<file path="src/rtl/trle_pkg.sv">
// ----------------------------------------------------------------------------
// trle_pkg
// Types and constants shared by the tile run-length decoder modules.
// ----------------------------------------------------------------------------
package trle_pkg;

  localparam int unsigned ByteW  = 8;
  localparam int unsigned LenW   = 7;
  localparam int unsigned CountW = 2;

  localparam logic [ByteW-1:0] LenMask = 8'h7F;
  localparam logic [ByteW-1:0] LitFlag = 8'h80;

  localparam logic [CountW-1:0] CountNone = 2'd0;
  localparam logic [CountW-1:0] CountOne  = 2'd1;
  localparam logic [CountW-1:0] CountTwo  = 2'd2;

  typedef enum logic [2:0] {
    PhCtrl = 3'b001,
    PhLit  = 3'b010,
    PhRep  = 3'b100
  } phase_e;

  // One queued request: emit 'count' copies of 'data', packed two per result.
  // A zero count is queued only for a final byte and yields one empty result.
  typedef struct packed {
    logic [ByteW-1:0] data;
    logic [LenW-1:0]  count;
    logic             fin;
    logic             trunc;
  } cmd_t;

endpackage

</file>
<file path="src/rtl/trle_stream_if.sv">
// ----------------------------------------------------------------------------
// trle_stream_if
// Valid/ready channels for compressed input bytes and decoded results.
// ----------------------------------------------------------------------------
interface trle_in_if;
  logic       valid;
  logic       ready;
  logic [7:0] in_byte;
  logic       is_final;

  modport source (output valid, output in_byte, output is_final, input ready);
  modport sink (input valid, input in_byte, input is_final, output ready);
endinterface

interface trle_out_if;
  logic       valid;
  logic       ready;
  logic [7:0] byte_a;
  logic [7:0] byte_b;
  logic [1:0] byte_count;
  logic       run_done;
  logic       stream_end;
  logic       truncated;

  modport source (
    output valid, output byte_a, output byte_b, output byte_count,
    output run_done, output stream_end, output truncated, input ready
  );
  modport sink (
    input valid, input byte_a, input byte_b, input byte_count,
    input run_done, input stream_end, input truncated, output ready
  );
endinterface

</file>
<file path="src/rtl/trle_front.sv">
// ----------------------------------------------------------------------------
// trle_front
// Parses the compressed byte stream and turns each byte into an expansion
// request for the back end.
// ----------------------------------------------------------------------------
module trle_front import trle_pkg::*; (
  input  logic             clk_i,
  input  logic             rst_ni,
  input  logic             in_valid_i,
  output logic             in_ready_o,
  input  logic [ByteW-1:0] in_byte_i,
  input  logic             is_final_i,
  input  logic             full_i,
  output logic             push_o,
  output cmd_t             cmd_o
);

  phase_e          phase_q, phase_d;
  logic [LenW-1:0] run_left_q, run_left_d;
  logic [LenW-1:0] len;
  logic            accept;

  assign in_ready_o = ~full_i;
  assign accept     = in_valid_i & ~full_i;
  assign len        = LenW'(in_byte_i & LenMask);

  always_comb begin
    cmd_o.data  = in_byte_i;
    cmd_o.count = '0;
    cmd_o.fin   = is_final_i;
    phase_d     = phase_q;
    run_left_d  = run_left_q;
    case (phase_q)
      PhLit: begin
        cmd_o.count = LenW'(1);
        run_left_d  = run_left_q - LenW'(1);
        phase_d     = (run_left_d == '0) ? PhCtrl : PhLit;
      end
      PhRep: begin
        cmd_o.count = run_left_q;
        run_left_d  = '0;
        phase_d     = PhCtrl;
      end
      default: begin
        run_left_d = len;
        if ((in_byte_i & LitFlag) != '0) begin
          phase_d = (len != '0) ? PhLit : PhCtrl;
        end else begin
          phase_d = PhRep;
        end
      end
    endcase
    cmd_o.trunc = is_final_i & (phase_d != PhCtrl);
    if (is_final_i) begin
      phase_d    = PhCtrl;
      run_left_d = '0;
    end
  end

  assign push_o = accept & ((cmd_o.count != '0) | is_final_i);

  always_ff @(posedge clk_i or negedge rst_ni) begin
    if (!rst_ni) begin
      phase_q    <= PhCtrl;
      run_left_q <= '0;
    end else if (accept) begin
      phase_q    <= phase_d;
      run_left_q <= run_left_d;
    end
  end

endmodule

</file>
<file path="src/rtl/trle_fifo.sv">
// ----------------------------------------------------------------------------
// trle_fifo
// Short request queue between the stream parser and the run expander.
// ----------------------------------------------------------------------------
module trle_fifo import trle_pkg::*; #(
  parameter int unsigned Depth = 4
) (
  input  logic clk_i,
  input  logic rst_ni,
  input  logic push_i,
  input  cmd_t cmd_i,
  output logic full_o,
  input  logic pop_i,
  output logic empty_o,
  output cmd_t head_o
);

  localparam int unsigned PtrW = (Depth > 1) ? $clog2(Depth) : 1;
  localparam int unsigned CntW = $clog2(Depth + 1);

  cmd_t            mem_q [Depth];
  logic [PtrW-1:0] wr_ptr_q, rd_ptr_q;
  logic [CntW-1:0] fill_q;

  assign full_o  = (fill_q == CntW'(Depth));
  assign empty_o = (fill_q == '0);
  assign head_o  = mem_q[rd_ptr_q];

  always_ff @(posedge clk_i) begin
    if (push_i) begin
      mem_q[wr_ptr_q] <= cmd_i;
    end
  end

  always_ff @(posedge clk_i or negedge rst_ni) begin
    if (!rst_ni) begin
      wr_ptr_q <= '0;
      rd_ptr_q <= '0;
      fill_q   <= '0;
    end else begin
      if (push_i) begin
        wr_ptr_q <= (wr_ptr_q == PtrW'(Depth - 1)) ? '0 : wr_ptr_q + PtrW'(1);
      end
      if (pop_i) begin
        rd_ptr_q <= (rd_ptr_q == PtrW'(Depth - 1)) ? '0 : rd_ptr_q + PtrW'(1);
      end
      if (push_i && !pop_i) begin
        fill_q <= fill_q + CntW'(1);
      end else if (pop_i && !push_i) begin
        fill_q <= fill_q - CntW'(1);
      end
    end
  end

endmodule

</file>
<file path="src/rtl/trle_back.sv">
// ----------------------------------------------------------------------------
// trle_back
// Expands queued requests into packed results, two bytes per result, and
// holds each result in an output register until it is taken.
// ----------------------------------------------------------------------------
module trle_back import trle_pkg::*; (
  input  logic              clk_i,
  input  logic              rst_ni,
  input  logic              empty_i,
  input  cmd_t              head_i,
  output logic              pop_o,
  output logic              out_valid_o,
  input  logic              out_ready_i,
  output logic [ByteW-1:0]  byte_a_o,
  output logic [ByteW-1:0]  byte_b_o,
  output logic [CountW-1:0] byte_count_o,
  output logic              run_done_o,
  output logic              stream_end_o,
  output logic              truncated_o
);

  logic              active_q;
  logic [LenW-1:0]   left_q;
  logic [ByteW-1:0]  data_q;
  logic              fin_q, trunc_q;
  logic              valid_q;

  logic [LenW-1:0]   src_left;
  logic [ByteW-1:0]  src_data;
  logic              src_fin, src_trunc;
  logic [CountW-1:0] cnt;
  logic              last, slot_free, emit;

  assign src_left  = active_q ? left_q  : head_i.count;
  assign src_data  = active_q ? data_q  : head_i.data;
  assign src_fin   = active_q ? fin_q   : head_i.fin;
  assign src_trunc = active_q ? trunc_q : head_i.trunc;

  assign cnt       = (src_left >= LenW'(2)) ? CountTwo : src_left[CountW-1:0];
  assign last      = (src_left <= LenW'(2));
  assign slot_free = ~valid_q | out_ready_i;
  assign emit      = slot_free & (active_q | ~empty_i);
  assign pop_o     = emit & ~active_q;

  always_ff @(posedge clk_i or negedge rst_ni) begin
    if (!rst_ni) begin
      active_q <= 1'b0;
      valid_q  <= 1'b0;
    end else begin
      if (emit) begin
        active_q <= ~last;
        valid_q  <= 1'b1;
      end else if (out_ready_i) begin
        valid_q  <= 1'b0;
      end
    end
  end

  always_ff @(posedge clk_i) begin
    if (emit) begin
      left_q       <= src_left - LenW'(cnt);
      data_q       <= src_data;
      fin_q        <= src_fin;
      trunc_q      <= src_trunc;
      byte_a_o     <= (cnt != CountNone) ? src_data : '0;
      byte_b_o     <= (cnt == CountTwo) ? src_data : '0;
      byte_count_o <= cnt;
      run_done_o   <= last;
      stream_end_o <= last & src_fin;
      truncated_o  <= last & src_fin & src_trunc;
    end
  end

  assign out_valid_o = valid_q;

endmodule

</file>
<file path="src/rtl/tile_rle_decoder_top.sv">
// ----------------------------------------------------------------------------
// tile_rle_decoder_top
// Run-length decoder for a compressed tile stream, one byte per request in,
// up to two decoded bytes per request out.
// ----------------------------------------------------------------------------
// Channel  Dir  Payload
// in_i     in   in_byte[7:0], is_final
// out_o    out  byte_a[7:0], byte_b[7:0], byte_count[1:0], run_done,
//               stream_end, truncated
//
// The parser takes one input byte per cycle while the request queue has room.
// The expander emits one result per cycle while the receiver takes them, so a
// repeat run of n bytes takes ceil(n/2) results and backs the queue up behind it.
// Reset clears the parser state, the queue and the output register.
// Either side may stall; the queue and output register decouple them.
// ----------------------------------------------------------------------------
module tile_rle_decoder_top import trle_pkg::*; #(
  parameter int unsigned FifoDepth = 4
) (
  input  logic clk_i,
  input  logic rst_ni,
  trle_in_if.sink    in_i,
  trle_out_if.source out_o
);

  cmd_t push_cmd, head_cmd;
  logic push, full, pop, empty;

  trle_front u_front (
    .clk_i      (clk_i),
    .rst_ni     (rst_ni),
    .in_valid_i (in_i.valid),
    .in_ready_o (in_i.ready),
    .in_byte_i  (in_i.in_byte),
    .is_final_i (in_i.is_final),
    .full_i     (full),
    .push_o     (push),
    .cmd_o      (push_cmd)
  );

  trle_fifo #(
    .Depth (FifoDepth)
  ) u_fifo (
    .clk_i   (clk_i),
    .rst_ni  (rst_ni),
    .push_i  (push),
    .cmd_i   (push_cmd),
    .full_o  (full),
    .pop_i   (pop),
    .empty_o (empty),
    .head_o  (head_cmd)
  );

  trle_back u_back (
    .clk_i        (clk_i),
    .rst_ni       (rst_ni),
    .empty_i      (empty),
    .head_i       (head_cmd),
    .pop_o        (pop),
    .out_valid_o  (out_o.valid),
    .out_ready_i  (out_o.ready),
    .byte_a_o     (out_o.byte_a),
    .byte_b_o     (out_o.byte_b),
    .byte_count_o (out_o.byte_count),
    .run_done_o   (out_o.run_done),
    .stream_end_o (out_o.stream_end),
    .truncated_o  (out_o.truncated)
  );

endmodule

</file>
<file path="src/flat_wrapper.sv">
// flat-port wrapper written by rule: the top's interface ports become plain ports
module tile_rle_decoder_top_flat import trle_pkg::*;
#(
  parameter int unsigned FifoDepth = 4
)
  (clk_i, rst_ni, in_i_valid, in_i_in_byte, in_i_is_final, in_i_ready, out_o_valid, out_o_byte_a, out_o_byte_b, out_o_byte_count, out_o_run_done, out_o_stream_end, out_o_truncated, out_o_ready);
  trle_in_if in_i_i ();
  trle_out_if out_o_i ();
  input  logic clk_i;
  input  logic rst_ni;
  input wire logic [$bits(in_i_i.valid)-1:0] in_i_valid;
  input wire logic [$bits(in_i_i.in_byte)-1:0] in_i_in_byte;
  input wire logic [$bits(in_i_i.is_final)-1:0] in_i_is_final;
  output wire logic [$bits(in_i_i.ready)-1:0] in_i_ready;
  output wire logic [$bits(out_o_i.valid)-1:0] out_o_valid;
  output wire logic [$bits(out_o_i.byte_a)-1:0] out_o_byte_a;
  output wire logic [$bits(out_o_i.byte_b)-1:0] out_o_byte_b;
  output wire logic [$bits(out_o_i.byte_count)-1:0] out_o_byte_count;
  output wire logic [$bits(out_o_i.run_done)-1:0] out_o_run_done;
  output wire logic [$bits(out_o_i.stream_end)-1:0] out_o_stream_end;
  output wire logic [$bits(out_o_i.truncated)-1:0] out_o_truncated;
  input wire logic [$bits(out_o_i.ready)-1:0] out_o_ready;
  assign in_i_i.valid = in_i_valid;
  assign in_i_i.in_byte = in_i_in_byte;
  assign in_i_i.is_final = in_i_is_final;
  assign in_i_ready = in_i_i.ready;
  assign out_o_valid = out_o_i.valid;
  assign out_o_byte_a = out_o_i.byte_a;
  assign out_o_byte_b = out_o_i.byte_b;
  assign out_o_byte_count = out_o_i.byte_count;
  assign out_o_run_done = out_o_i.run_done;
  assign out_o_stream_end = out_o_i.stream_end;
  assign out_o_truncated = out_o_i.truncated;
  assign out_o_i.ready = out_o_ready;
  tile_rle_decoder_top #(.FifoDepth(FifoDepth)) u_core (.clk_i(clk_i), .rst_ni(rst_ni), .in_i(in_i_i), .out_o(out_o_i));
endmodule
</file>
<file path="config.mk">
export PLATFORM = sky130hd
export DESIGN_NAME = tile_rle_decoder_top_flat
export DESIGN_NICKNAME = d
export VERILOG_FILES = /design/src/rtl/trle_pkg.sv /design/src/rtl/trle_stream_if.sv /design/src/rtl/trle_front.sv /design/src/rtl/trle_fifo.sv /design/src/rtl/trle_back.sv /design/src/rtl/tile_rle_decoder_top.sv /design/src/flat_wrapper.sv
export SDC_FILE = /design/constraint.sdc
export NUM_CORES = 1
export LEC_CHECK = 0
export ABC_AREA = 1
export BUFFER_PORTS_ARGS = -buffer_cell sky130_fd_sc_hd__clkbuf_2
export CORE_MARGIN = 2
export CORE_UTILIZATION = 26
export DETAILED_ROUTE_END_ITERATION = 16
export GPL_TIMING_DRIVEN = 0
export SKIP_LAST_GASP = 1
export SLEW_MARGIN = 20
export SYNTH_ARGS = -nofsm -noshare
export SYNTH_HDL_FRONTEND = slang
export SYNTH_SLANG_ARGS = --single-unit
</file>
<file path="constraint.sdc">
create_clock -name clk_i -period 5.3 [get_ports clk_i]
set_input_delay 0.265 -clock clk_i [delete_from_list [all_inputs] [get_ports clk_i]]
set_output_delay 0.265 -clock clk_i [all_outputs]
set_load 0.005 [all_outputs]
</file>
==> results.md <==
* Status: complete, no violations
* R2R setup slack at 2.36 ns
* Syn Nets at 548
* Number of global-route vias before repair at 3510
* Yosys warning count at 0
* Finished Layout Cells at 873
* Post-Syn Instances at 525
* CP Launch Type: flip-flop
* Max-slew violations at 0
* RSZ-0062 raised after global routing: false
* Leak at 2.87 nW
* Net Sw Frac at 34.8%
* Commonest cells after routing, fill and taps aside: nand2_1 (130), edfxtp_1 (106), inv_1 (61), nor2_1 (48), clkbuf_2 (35)
* IO Count at 36
* Worst-path clk slew at 0.05 ns
* Post-DR vias/cell at 4.38
* Slowest cell on crit path: dfrtp_1
* DP HPWL at 8.25 mm
* Worst EP required at 5.60 ns
* Commonest non-fill, non-tap cell in the layout: nand2_1
* Initial Util at 26.7%
* Initial detailed-routing violation count at 214
* Fmax at 340 MHz
* Worst-path fanout max at 10
* Dpl cells at 840
* Die Y at 151 um
* Crit path kind: reg2reg
* Crit. Startpoint: u_core.u_fifo.fill_q[0]$_DFFE_PN0P_
* Routed vias at 3822
* # diodes at 0
* Crit end category: flip-flop
* Post_cts resized at 0
* Clock sinks at 125
* Placeable core area at 21200 um2
* Crit-path cells: nor2_1 -> nand2_1 -> nand2_1 -> clkinv_1 -> nand2_1 -> inv_1 -> ha_1 -> inv_1 -> fa_1 -> mux2_2
* Worst reg2reg startpoint: u_core.u_fifo.fill_q[0]$_DFFE_PN0P_
* Flop pwr share at 37.5%
* #FFs+latches synth at 125
* Post-layout min period at 2.94 ns
* Detailed Routing Iterations Pass 1 at 5
* Post-cts hold buffer count at 1
* Final setup viols at 0
* Htree depth at 4
* Ys async rst share at 15.2%
* Worst-margin pin slew at 0.750 ns
* Netlist cell types at 42
* Grt ovf at 0
* Share of layout cells above drive strength 1 at 18.1%
* Clock share of power at 28.6%
* Post-CTS setup buffer count at 0
* Area delta synth->final at 21.9%
* Final Hold Viols at 0
* Post-DRT Antenna Nets at 0
* Worst IR Drop VDD at 266 uV
* Worst slack on hold paths at 0.137 ns
* Clk buf depth at 2
* Final net count at 608
* Row count at 53
* Clock Skew at 0.00721 ns
* Crit path capture: u_core.u_fifo.fill_q[1]$_DFFE_PN0P_
* Largest net degree at the start of global routing at 23
* PortBufs at 35
* Syn Area/Cell at 10.7 um2
* Overall Global Routing Usage at 11.0%
* Global-route wire length before repair at 18.9 mm
* Die area at 22900 um2
* Final critical-path share of the clock period at 55.5%
* Antenna violations before repair at 0
* Placer congestion estimate at 0.808
* Cell-internal power at 2.64 mW
* Post-synth EDFFs at 106
* Most frequent CP cell: nand2_1
* Reg2reg end: u_core.u_fifo.fill_q[1]$_DFFE_PN0P_
* Final WL at 11.8 mm
* Mapped Area at 5640 um2
* Max_cap viols at 0
* Inserted Clock Buffers at 17
* Root buffer cell: clkbuf_16
* CTS tree: yes
* Post-route DRC at 0
* CP arrival at 3.24 ns
* Die width at 151 um
* Cell Pwr Density at 589 nW/um2
* Seq/Total Area, Yosys at 64.9%
* Ys flop type: edfxtp_1
* Reg2reg path depth at 10
* Slew headroom at 50.0%
* Sw power at 1.41 mW
* Clk_lat worst skew at 0.42 ns
* Worst hold path class: in2reg
* Wire per inst at 13.5 um
* Worst path max stage delay at 0.42 ns
* Combinational group share of total power at 33.9%
[flip-flops by register name (all words and copies together) (netlist names), 2 cells and up]
signal,flops
u_core.u_fifo.mem_q,68
u_core.u_back.byte_a_o,8
u_core.u_back.byte_b_o,8
u_core.u_back.data_q,8
u_core.u_back.left_q,7
u_core.u_front.run_left_q,7
u_core.u_fifo.fill_q,3
u_core.u_front.phase_q,3
u_core.u_back.byte_count_o,2
u_core.u_fifo.rd_ptr_q,2
u_core.u_fifo.wr_ptr_q,2
[area by class of cell]
class | instances | area [um2]
Fill cell | 2120 | 14300
Sequential cell | 125 | 3660
Multi-Input combinational cell | 319 | 1640
Clock buffer | 17 | 425
Tap cell | 275 | 344
Timing Repair Buffer | 41 | 265
Inverter | 66 | 253
Clock inverter | 15 | 173
Buffer | 15 | 110
[synthesized netlist by cell type (2+ instances only)]
cell	number	area [um2]
nand2_1	130	488
edfxtp_1	106	3180
or2_2	2	12.5
xor2_1	3	26.3
inv_2	2	7.51
buf_4	2	15.0
o21ai_2	2	17.5
buf_6	4	45.0
inv_1	61	229
nand4_1	5	31.3
or2_0	2	12.5
nor2_1	52	195
a21oi_1	5	25.0
nand2_2	5	31.3
nand3_4	2	35.0
dfrtp_1	18	450
clkinv_1	2	7.51
xnor2_1	2	17.5
o22ai_1	15	93.8
clkbuf_1	4	15.0
nand3_1	25	125
a21boi_0	2	15.0
nand3_2	3	30.0
a22oi_1	4	30.0
ha_1	9	113
buf_2	4	20.0
a21boi_1	7	52.6
o21ai_0	33	165
[worst min-delay path by stage]
stage	start	slack (ns)	end	cells past startpoint
floorplan	rst_ni	-0.03	u_core.u_back.active_q$_DFFE_PN0P_	0
global placement	rst_ni	0.29	u_core.u_front.phase_q[1]$_DFFE_PN0P_	1
detailed placement	rst_ni	0.29	u_core.u_front.run_left_q[0]$_DFFE_PN0P_	1
CTS	in_i_in_byte[5]	0.12	u_core.u_fifo.mem_q[2][14]$_DFFE_PP_	1
global route	in_i_in_byte[5]	0.13	u_core.u_fifo.mem_q[2][14]$_DFFE_PP_	1
finish	in_i_in_byte[5]	0.14	u_core.u_fifo.mem_q[2][14]$_DFFE_PP_	1
[kinds of logic (layout without fill, tap and decap cells)]
| logic type | count (synthesis) | after routing | synth area share, % |
|---|---|---|---|
| compound gates | 71 | 71 | 7.48 |
| flops | 125 | 125 | 64.9 |
| xor+xnor | 5 | 5 | 0.777 |
| simple gates | 231 | 231 | 17.8 |
| fa+ha+maj | 10 | 10 | 2.35 |
| other cells | 1 | 1 | 0.0665 |
| buf+inv | 81 | 154 | 6.43 |
| mux | 1 | 1 | 0.200 |
[stage by stage]
step                      power [mW]  util (%)  setup TNS (ns)  cell area (um2)  setup slack [ns]
after global routing            4.33      32.5               0             6870              2.13
after detailed placement        2.91      29.6               0             6260              2.37
after floorplan                 2.48         -               0             5640              1.01
after CTS                       4.08      32.5               0             6870              2.35
after global placement          2.86      29.1           -1.15             6160            -0.636
final                           4.05      32.5               0             6870              2.36
[critical path: cells and delay by family (launching register included)]
kind          cells  cell delay (ns)
simple gates      4             1.01
buf+inv           3             0.50
fa+ha+maj         2             0.62
flops             1             0.42
mux               1             0.27
[metal layers]
| metal | part of all wire, % | vias up | routed length [um] | global-route usage (%) |
|---|---|---|---|---|
| met4 | 1.5 | 0 | 182 | 4.25 |
| met1 | 49 | 1813 | 5780 | 15.5 |
| met2 | 44 | 105 | 5180 | 16.0 |
| met3 | 5.7 | 20 | 677 | 3.16 |
| li1 | - | 1884 | - | - |
| met5 | 0 | - | 0 | 0 |
[power by group through the flow]
| stage | logic, mW | clock network (mW) | registers, mW |
|---|---|---|---|
| floorplan | 0.948 | 0 | 1.53 |
| global placement | 1.32 | 0 | 1.54 |
| detailed placement | 1.37 | 0 | 1.54 |
| CTS | 1.38 | 1.18 | 1.52 |
| global route | 1.56 | 1.22 | 1.55 |
| finish | 1.37 | 1.16 | 1.52 |
(Power assumes the default switching activity.)
